File: src/hw/rtl/rpwa_pkg.sv
// Shared types and constants for the rain pulse width accumulator.
`timescale 1ns / 1ps
package rpwa_pkg;

    localparam int US_W      = 26;
    localparam int ELAPSED_W = 16;
    localparam int COUNT_W   = 10;
    localparam int DROPS_W   = 9;
    localparam int HIST_W    = 15;

    localparam logic [US_W-1:0]    NOMINAL_PULSE_US = US_W'(190000);
    localparam logic [US_W-1:0]    MIN_PULSE_US     = US_W'(190000 / 2);
    localparam logic [US_W-1:0]    US_MAX           = '1;
    localparam logic [COUNT_W-1:0] COUNT_MAX        = '1;
    localparam logic [HIST_W-1:0]  HIST_OUT_MAX     = '1;
    localparam int                 DROPS_MAX        = ((1 << US_W) - 1) / 190000;

    // x / 190000 == (x * DIV_RECIP) >> DIV_SHIFT for every 26-bit x
    localparam int              DIV_SHIFT = 44;
    localparam int              RECIP_W   = 27;
    localparam longint unsigned DIV_RECIP_L =
        ((64'd1 << DIV_SHIFT) + 64'd190000 - 64'd1) / 64'd190000;
    localparam logic [RECIP_W-1:0] DIV_RECIP = RECIP_W'(DIV_RECIP_L);

    typedef enum logic {
        CMD_SAMPLE = 1'b0,
        CMD_PERIOD = 1'b1
    } t_cmd;

    typedef enum logic {
        RES_SAMPLE = 1'b0,
        RES_PERIOD = 1'b1
    } t_kind;

    typedef struct packed {
        t_kind               kind;
        logic                pulse_done;
        logic                pulse_accepted;
        logic [US_W-1:0]     pulse_us;
        logic [DROPS_W-1:0]  pulse_drops;
        logic                raining;
        logic [COUNT_W-1:0]  period_pulses;
        logic [US_W-1:0]     period_us;
        logic [DROPS_W-1:0]  period_drops;
        logic [HIST_W-1:0]   history_sum;
    } t_result;

endpackage

File: src/hw/rtl/rpwa_div.sv
// Divide a microsecond count by the nominal pulse length via reciprocal multiply.
`timescale 1ns / 1ps
module rpwa_div
    import rpwa_pkg::*;
(
    input  logic [US_W-1:0]    i_us,
    output logic [DROPS_W-1:0] o_drops
);

    localparam int PROD_W = US_W + RECIP_W;

    logic [PROD_W-1:0] prod;

    // single 26x27 multiply; ceiling reciprocal is exact over the full input range
    assign prod    = PROD_W'(i_us) * PROD_W'(DIV_RECIP);
    assign o_drops = prod[DIV_SHIFT +: DROPS_W];

endmodule

File: src/hw/rtl/rpwa_ring.sv
// Drop history ring with a running sum.
`timescale 1ns / 1ps
module rpwa_ring
    import rpwa_pkg::*;
#(
    parameter int HISTORY_DEPTH = 60
) (
    input  logic               i_clk,
    input  logic               i_rst_n,
    input  logic               i_we,
    input  logic [DROPS_W-1:0] i_drops,
    output logic [HIST_W-1:0]  o_history_sum
);

    localparam int IDX_W = (HISTORY_DEPTH > 1) ? $clog2(HISTORY_DEPTH) : 1;
    localparam int SUM_W = $clog2(HISTORY_DEPTH * DROPS_MAX + 1);
    localparam logic [IDX_W-1:0] LAST_IDX = IDX_W'(HISTORY_DEPTH - 1);

    logic [DROPS_W-1:0] mem [HISTORY_DEPTH];

    logic [IDX_W-1:0]   r_idx, n_idx;
    logic               r_wrapped;
    logic [SUM_W-1:0]   r_sum, n_sum;
    logic [DROPS_W-1:0] r_rd;
    logic               r_byp;
    logic [DROPS_W-1:0] r_byp_data;
    logic [IDX_W-1:0]   rd_addr;
    logic [DROPS_W-1:0] old_drops;
    logic [SUM_W-1:0]   cur_sum;

    assign n_idx   = (r_idx == LAST_IDX) ? '0 : r_idx + 1'b1;
    // keep the read port parked on the slot that the next period overwrites
    assign rd_addr = i_we ? n_idx : r_idx;

    // entries are written strictly in order, so nothing is stale once wrapped
    assign old_drops = !r_wrapped ? '0 : (r_byp ? r_byp_data : r_rd);
    assign n_sum     = r_sum - SUM_W'(old_drops) + SUM_W'(i_drops);
    assign cur_sum   = i_we ? n_sum : r_sum;

    assign o_history_sum = (32'(cur_sum) > 32'(HIST_OUT_MAX)) ? HIST_OUT_MAX
                                                               : HIST_W'(cur_sum);

    always_ff @(posedge i_clk) begin
        if (i_we) begin
            mem[r_idx] <= i_drops;
        end
        r_rd       <= mem[rd_addr];
        r_byp      <= i_we && (rd_addr == r_idx);
        r_byp_data <= i_drops;
    end

    always_ff @(posedge i_clk) begin
        if (!i_rst_n) begin
            r_idx     <= '0;
            r_wrapped <= 1'b0;
            r_sum     <= '0;
        end else if (i_we) begin
            r_idx <= n_idx;
            r_sum <= n_sum;
            if (r_idx == LAST_IDX) begin
                r_wrapped <= 1'b1;
            end
        end
    end

endmodule

File: src/hw/rtl/rain_pulse_width_accumulator_unit.sv
// Top level: rain relay pulse timing, period totals and drop history.
//
//  channel | direction | handshake               | payload
//  --------+-----------+-------------------------+---------------------------------------
//  in      | sink      | i_in_valid / o_in_ready | i_command, i_pin_high, i_elapsed_us
//  out     | source    | o_out_valid/i_out_ready | o_result_kind ... o_history_sum
//
// One beat in, one beat out. Full rate: a beat can enter every cycle while the out side is not stalled.
// A beat passes through the input register, then the result register; the path between them
// holds one 26x27 reciprocal multiply for the divide by the nominal pulse length.
// Synchronous active-low reset clears the control and totals; the ring needs no clearing pass.
// A stall on the out side backs up into the input register and drops o_in_ready.
`timescale 1ns / 1ps
module rain_pulse_width_accumulator_unit
    import rpwa_pkg::*;
#(
    parameter int HISTORY_DEPTH = 60
) (
    input  logic                 i_clk,
    input  logic                 i_rst_n,
    input  logic                 i_in_valid,
    output logic                 o_in_ready,
    input  logic                 i_command,
    input  logic                 i_pin_high,
    input  logic [ELAPSED_W-1:0] i_elapsed_us,
    output logic                 o_out_valid,
    input  logic                 i_out_ready,
    output logic                 o_result_kind,
    output logic                 o_pulse_done,
    output logic                 o_pulse_accepted,
    output logic [US_W-1:0]      o_pulse_us,
    output logic [DROPS_W-1:0]   o_pulse_drops,
    output logic                 o_raining,
    output logic [COUNT_W-1:0]   o_period_pulses,
    output logic [US_W-1:0]      o_period_us,
    output logic [DROPS_W-1:0]   o_period_drops,
    output logic [HIST_W-1:0]    o_history_sum
);

    // input register
    logic                 r_in_valid;
    t_cmd                 r_in_cmd;
    logic                 r_in_pin;
    logic [ELAPSED_W-1:0] r_in_elapsed;

    // block state
    logic                 r_last_level, n_last_level;
    logic [US_W-1:0]      r_high_time, n_high_time;
    logic [US_W-1:0]      r_period_us, n_period_us;
    logic [COUNT_W-1:0]   r_period_pulses, n_period_pulses;
    logic                 r_raining, n_raining;

    // result register
    logic                 r_out_valid;
    t_result              r_out, n_out;

    logic                 fire;
    logic                 ring_we;
    logic [US_W:0]        ht_sum;
    logic [US_W-1:0]      ht_sat;
    logic [US_W:0]        per_sum;
    logic [US_W-1:0]      div_in;
    logic [DROPS_W-1:0]   div_q;
    logic [HIST_W-1:0]    hist_sum;

    assign fire       = r_in_valid && (!r_out_valid || i_out_ready);
    assign o_in_ready = !r_in_valid || fire;
    assign ring_we    = fire && (r_in_cmd == CMD_PERIOD);

    assign ht_sum  = {1'b0, r_high_time} + (US_W + 1)'(r_in_elapsed);
    assign ht_sat  = ht_sum[US_W] ? US_MAX : ht_sum[US_W-1:0];
    assign per_sum = {1'b0, r_period_us} + {1'b0, ht_sat};

    // one divider serves both the ending pulse and the closing period
    assign div_in = (r_in_cmd == CMD_PERIOD) ? r_period_us : ht_sat;

    rpwa_div u_div (
        .i_us    (div_in),
        .o_drops (div_q)
    );

    rpwa_ring #(
        .HISTORY_DEPTH (HISTORY_DEPTH)
    ) u_ring (
        .i_clk         (i_clk),
        .i_rst_n       (i_rst_n),
        .i_we          (ring_we),
        .i_drops       (div_q),
        .o_history_sum (hist_sum)
    );

    always_comb begin
        n_last_level    = r_last_level;
        n_high_time     = r_high_time;
        n_period_us     = r_period_us;
        n_period_pulses = r_period_pulses;
        n_raining       = r_raining;
        n_out           = '0;
        n_out.kind      = RES_SAMPLE;

        case (r_in_cmd)
            CMD_SAMPLE: begin
                if (!r_last_level) begin
                    if (r_in_pin) begin
                        n_high_time = '0;
                    end
                end else if (r_in_pin) begin
                    n_high_time = ht_sat;
                end else begin
                    n_out.pulse_done  = 1'b1;
                    n_out.pulse_us    = ht_sat;
                    n_out.pulse_drops = div_q;
                    n_high_time       = '0;
                    if (ht_sat >= MIN_PULSE_US) begin
                        n_out.pulse_accepted = 1'b1;
                        n_raining            = 1'b1;
                        n_period_us          = per_sum[US_W] ? US_MAX : per_sum[US_W-1:0];
                        if (r_period_pulses != COUNT_MAX) begin
                            n_period_pulses = r_period_pulses + 1'b1;
                        end
                    end
                end
                n_last_level = r_in_pin;
            end
            CMD_PERIOD: begin
                n_out.kind          = RES_PERIOD;
                n_out.period_pulses = r_period_pulses;
                n_out.period_us     = r_period_us;
                n_out.period_drops  = div_q;
                // zero drops is the same as a total below one nominal pulse
                if (r_period_us < NOMINAL_PULSE_US) begin
                    n_raining = 1'b0;
                end
                n_period_us     = '0;
                n_period_pulses = '0;
            end
            default: begin
                n_last_level = r_last_level;
            end
        endcase

        n_out.raining     = n_raining;
        n_out.history_sum = hist_sum;
    end

    always_ff @(posedge i_clk) begin
        if (!i_rst_n) begin
            r_in_valid      <= 1'b0;
            r_out_valid     <= 1'b0;
            r_last_level    <= 1'b0;
            r_high_time     <= '0;
            r_period_us     <= '0;
            r_period_pulses <= '0;
            r_raining       <= 1'b0;
        end else begin
            if (o_in_ready) begin
                r_in_valid <= i_in_valid;
            end
            if (fire) begin
                r_out_valid     <= 1'b1;
                r_last_level    <= n_last_level;
                r_high_time     <= n_high_time;
                r_period_us     <= n_period_us;
                r_period_pulses <= n_period_pulses;
                r_raining       <= n_raining;
            end else if (i_out_ready) begin
                r_out_valid <= 1'b0;
            end
        end
    end

    always_ff @(posedge i_clk) begin
        if (o_in_ready && i_in_valid) begin
            r_in_cmd     <= t_cmd'(i_command);
            r_in_pin     <= i_pin_high;
            r_in_elapsed <= i_elapsed_us;
        end
        if (fire) begin
            r_out <= n_out;
        end
    end

    assign o_out_valid      = r_out_valid;
    assign o_result_kind    = r_out.kind;
    assign o_pulse_done     = r_out.pulse_done;
    assign o_pulse_accepted = r_out.pulse_accepted;
    assign o_pulse_us       = r_out.pulse_us;
    assign o_pulse_drops    = r_out.pulse_drops;
    assign o_raining        = r_out.raining;
    assign o_period_pulses  = r_out.period_pulses;
    assign o_period_us      = r_out.period_us;
    assign o_period_drops   = r_out.period_drops;
    assign o_history_sum    = r_out.history_sum;

    a_done_is_sample: assert property (@(posedge i_clk) disable iff (!i_rst_n)
        o_out_valid && o_pulse_done |-> o_result_kind == RES_SAMPLE)
        else $error("pulse end flagged on a period summary");

    a_accept_needs_min: assert property (@(posedge i_clk) disable iff (!i_rst_n)
        o_out_valid && o_pulse_accepted |-> o_pulse_done && (o_pulse_us >= MIN_PULSE_US))
        else $error("accepted pulse is short or not ended");

    a_period_clears: assert property (@(posedge i_clk) disable iff (!i_rst_n)
        ring_we |=> (r_period_us == '0) && (r_period_pulses == '0))
        else $error("period totals not cleared at period end");

    a_summary_raining: assert property (@(posedge i_clk) disable iff (!i_rst_n)
        o_out_valid && (o_result_kind == RES_PERIOD)
            |-> o_raining == (o_period_us >= NOMINAL_PULSE_US))
        else $error("raining flag disagrees with period total");

endmodule
File: config.mk
export PLATFORM = sky130hd
export DESIGN_NAME = rain_pulse_width_accumulator_unit
export DESIGN_NICKNAME = d
export VERILOG_FILES = /design/src/hw/rtl/rpwa_pkg.sv /design/src/hw/rtl/rpwa_div.sv /design/src/hw/rtl/rpwa_ring.sv /design/src/hw/rtl/rain_pulse_width_accumulator_unit.sv
export SDC_FILE = /design/constraint.sdc
export NUM_CORES = 2
export LEC_CHECK = 0
export BUFFER_PORTS_ARGS = -buffer_cell sky130_fd_sc_hd__buf_2
export CORE_ASPECT_RATIO = 1.5
export CORE_MARGIN = 8
export CORE_UTILIZATION = 35
export DETAILED_ROUTE_END_ITERATION = 6
export PLACE_DENSITY = 0.62
export SYNTH_ARGS = -nofsm -noshare
export SYNTH_HDL_FRONTEND = slang
export SYNTH_SLANG_ARGS = --single-unit
File: constraint.sdc
create_clock -name i_clk -period 16.55 [get_ports i_clk]
set_input_delay 1.655 -clock i_clk [delete_from_list [all_inputs] [get_ports i_clk]]
set_output_delay 1.655 -clock i_clk [all_outputs]
set_load 0.02 [all_outputs]
==> impl_metrics.yaml <==
run_status:
  outcome: "completed"
sta:
  finalSetupViolCount: 0
  setup_ws_ns: 3.84
  max_slew_margin_pct: 19.6
  tightest_slew_ns: 1.20
  drv_slew: 0
  finalCriticalPeriod_ns: 12.71
  rsz0062_at_grt: "false"
  finalClockSkew_ns: 0.0839
  hold_violations: 0
  fmax_mhz: 78.7
  fin_setup_tns_ns: 0
  finalCritPeriodShare_pct: 76.8
detailed_routing:
  via_count: 26300
  avgViaCountPerCell: 5.14
  routedWlPerCell_um: 22.7
  wl_um: 116000
  initialDrtViolationCount: 1599
  drt-pass1-iter-count: 7
  drc: 0
  ant_nets: 0
clock_network:
  cts_root_buf: "clkbuf_16"
  htree_num_levels: 3
  cts_buffer_depth: 3
  cts_resized: 0
  clk_latency_ns: 0.71
  cts.sinks: 764
  postCtsHoldBufs: 0
  cts_buffers: 80
  clkSlewWorstSetupHoldPaths_ns: 0.06
  post-cts-setup-buffers: 0
  cts_tree: "done"
global_routing:
  top_usage_layer: "met2"
  grt_pass1_vias: 27600
  antenna_found_initial: 4
  grt_pass1_wl_um: 174000
  gr-usage-met1_pct: 18.5
  grtUsageTotal_pct: 16.7
  gr-total-overflow: 0
  grt_use_met3_pct: 2.13
  grt_use_met2_pct: 30.7
  grt_max_degree: 75
cells_and_area:
  final_nets: 4060
  final_cell_mix: "edfxtp_1 (657), inv_1 (456), ha_1 (353), fa_1 (245), nor2_1 (200)"
  layout_commonest_cell: "edfxtp_1"
  drive_gt1_share_pct: 14.4
  synthToLayoutAreaGrowth_pct: 11.7
  fin_util_pct: 39.3
min_path:
  holdPathStages: 2
  holdCritPathClass: "flip-flop to flip-flop"
critical_path:
  endpoint_kind: "flip-flop"
  cp.depth: 44
  worstPathArrival_ns: 13.31
  cp_slowest_cell: "nand2_1"
  cp-start-kind: "flip-flop"
  crit_top_cell: "fa_1"
  crit_family: "adder cells"
  r2r_cells: 44
  critical_path.max_stage_delay_ns: 0.74
  cp.buffers_inverters: 6
  critPathKind: "flip-flop to flip-flop"
  crit_fanout: 64
  worstPathRequired_ns: 17.15
yosys:
  synth_seq_cells: 764
  syn-mean-instance-area_sq_um: 13.2
  synth_edf_count: 657
  synth_ff_type: "edfxtp_1"
  synth_cells: 3319
  ys_seq_area_share_pct: 49.8
  yosys.cell_types.count: 82
  yosysWarningCount: 0
  async_flop_share_pct: 0
  synth_area_sq_um: 43900
  syn_nets: 3939
placement:
  hpwl_um: 86600
  pre_cts_slack_ns: 3.83
  routabilityCongestion: 0.970
  io_buffers: 122
power:
  power_mw: 4.99
  vdd_drop_max_mv: 0.0988
  power_leakage_nw: 20.1
  power_density_nw_per_um2: 102
floorplanning:
  ioPinCount: 123
  die_area_sq_um: 137000
  coreArea_sq_um: 125000
  die_h_um: 450
  start_util_pct: 35.2
  die_x_um: 305
  fp-row-count: 159
run:
  drv_cap: 0
[per-stage QoR]
stage	hold WS [ns]	area [sq um]	instances
after CTS	0.496	49100	5116
final	0.494	49100	5117
after detailed placement	0.491	46300	4968
after floorplan	0.450	43900	3319
after global routing	0.522	49100	5116
after global placement	0.483	46300	4968
[cells in the mapped netlist, types with 4 or more instances]
| cell | instances | area [sq um] |
|---|---|---|
| a22oi_1 | 27 | 203 |
| buf_2 | 17 | 85.1 |
| o21ai_0 | 73 | 365 |
| fa_1 | 245 | 4900 |
| a211o_1 | 5 | 43.8 |
| o21ai_1 | 5 | 25.0 |
| o211ai_1 | 9 | 67.6 |
| buf_1 | 10 | 37.5 |
| xor2_1 | 26 | 228 |
| nand2b_1 | 19 | 119 |
| o21bai_1 | 14 | 105 |
| and3_1 | 26 | 163 |
| or2_2 | 16 | 100 |
| nand4_1 | 18 | 113 |
| ha_1 | 353 | 4420 |
| a21oi_1 | 110 | 551 |
| nor3_1 | 21 | 105 |
| o2bb2ai_1 | 6 | 52.6 |
| nor2_1 | 201 | 754 |
| edfxtp_1 | 657 | 19700 |
| o31ai_1 | 6 | 45.0 |
| or3_1 | 8 | 50.1 |
| and2_1 | 87 | 544 |
| inv_1 | 464 | 1740 |
| mux4_2 | 135 | 3040 |
| clkbuf_1 | 73 | 274 |
| a21o_1 | 40 | 300 |
| mux2i_1 | 24 | 240 |
| nand3_1 | 49 | 245 |
| a31oi_1 | 26 | 163 |
| buf_4 | 9 | 67.6 |
| nand3b_1 | 9 | 67.6 |
| xnor2_1 | 46 | 403 |
| nand2_1 | 194 | 728 |
| dfxtp_1 | 107 | 2140 |
| a211oi_1 | 26 | 195 |
| mux2_2 | 20 | 225 |
| a21boi_0 | 4 | 30.0 |
| a311oi_1 | 10 | 87.6 |
| nor2b_1 | 29 | 181 |
| o21a_1 | 7 | 52.6 |
| nor4_1 | 5 | 31.3 |
| o2bb2ai_2 | 20 | 300 |
[tightest hold or removal path, delay by kind of cell (launching register included)]
family,cells,cell delay (ns)
AOI/OAI and AO/OA,2,0.12
DFF,1,0.33
[state kept, by name, summed over array words and instances (netlist names), 9 cells and up]
register and flops:
o_history_sum 15, o_period_drops 9, o_period_pulses 10, o_period_us 26, o_pulse_drops 9, o_pulse_us 26, r_high_time 26, r_in_elapsed 16
r_period_pulses 10, r_period_us 26, u_ring.mem 540, u_ring.r_byp_data 9, u_ring.r_rd 9, u_ring.r_sum 15
[logic make-up after synthesis]
family / after synthesis / share of synthesized area [%]
compound gates: 423 / 6.65
xor+xnor: 72 / 1.44
fa+ha+maj: 598 / 21.2
buf+inv: 579 / 5.16
flops: 764 / 49.8
mux: 179 / 7.98
other cells: 1 / 0.00853
simple gates: 703 / 7.78
[report_power, final]
group | internal, mW | switching, mW
sequential | 2.09 | 0.0127
combinational | 0.414 | 0.625
clock | 1.03 | 0.810
[path summary, 6_finish.rpt]
kind	from	to	slack, ns
worst max-delay path	r_in_elapsed[0]	u_ring.r_sum[14]	3.84
worst min-delay path	r_period_pulses[5]	r_period_pulses[5]	0.49
worst max register to register	r_in_elapsed[0]	u_ring.r_sum[14]	3.84
worst min register to register	r_period_pulses[5]	r_period_pulses[5]	0.49
[per-layer routing]
| metal | share of wire (%) | wire length, um |
|---|---|---|
| met5 | 0 | 0 |
| met2 | 53 | 61600 |
| met3 | 3.8 | 4400 |
| met1 | 37 | 43000 |
| met4 | 6.2 | 7150 |
[area by class of cell]
class,instances,area (sq um)
flip-flops and latches,764,21900
repair buffers,153,843
diodes,1,2.50
clock buffers,97,2120
clock inverters,51,602
multi-input cells,1976,19900
inverters,465,1750
fillers,11800,75900
well taps,1610,2010
(Power assumes the default switching activity.)
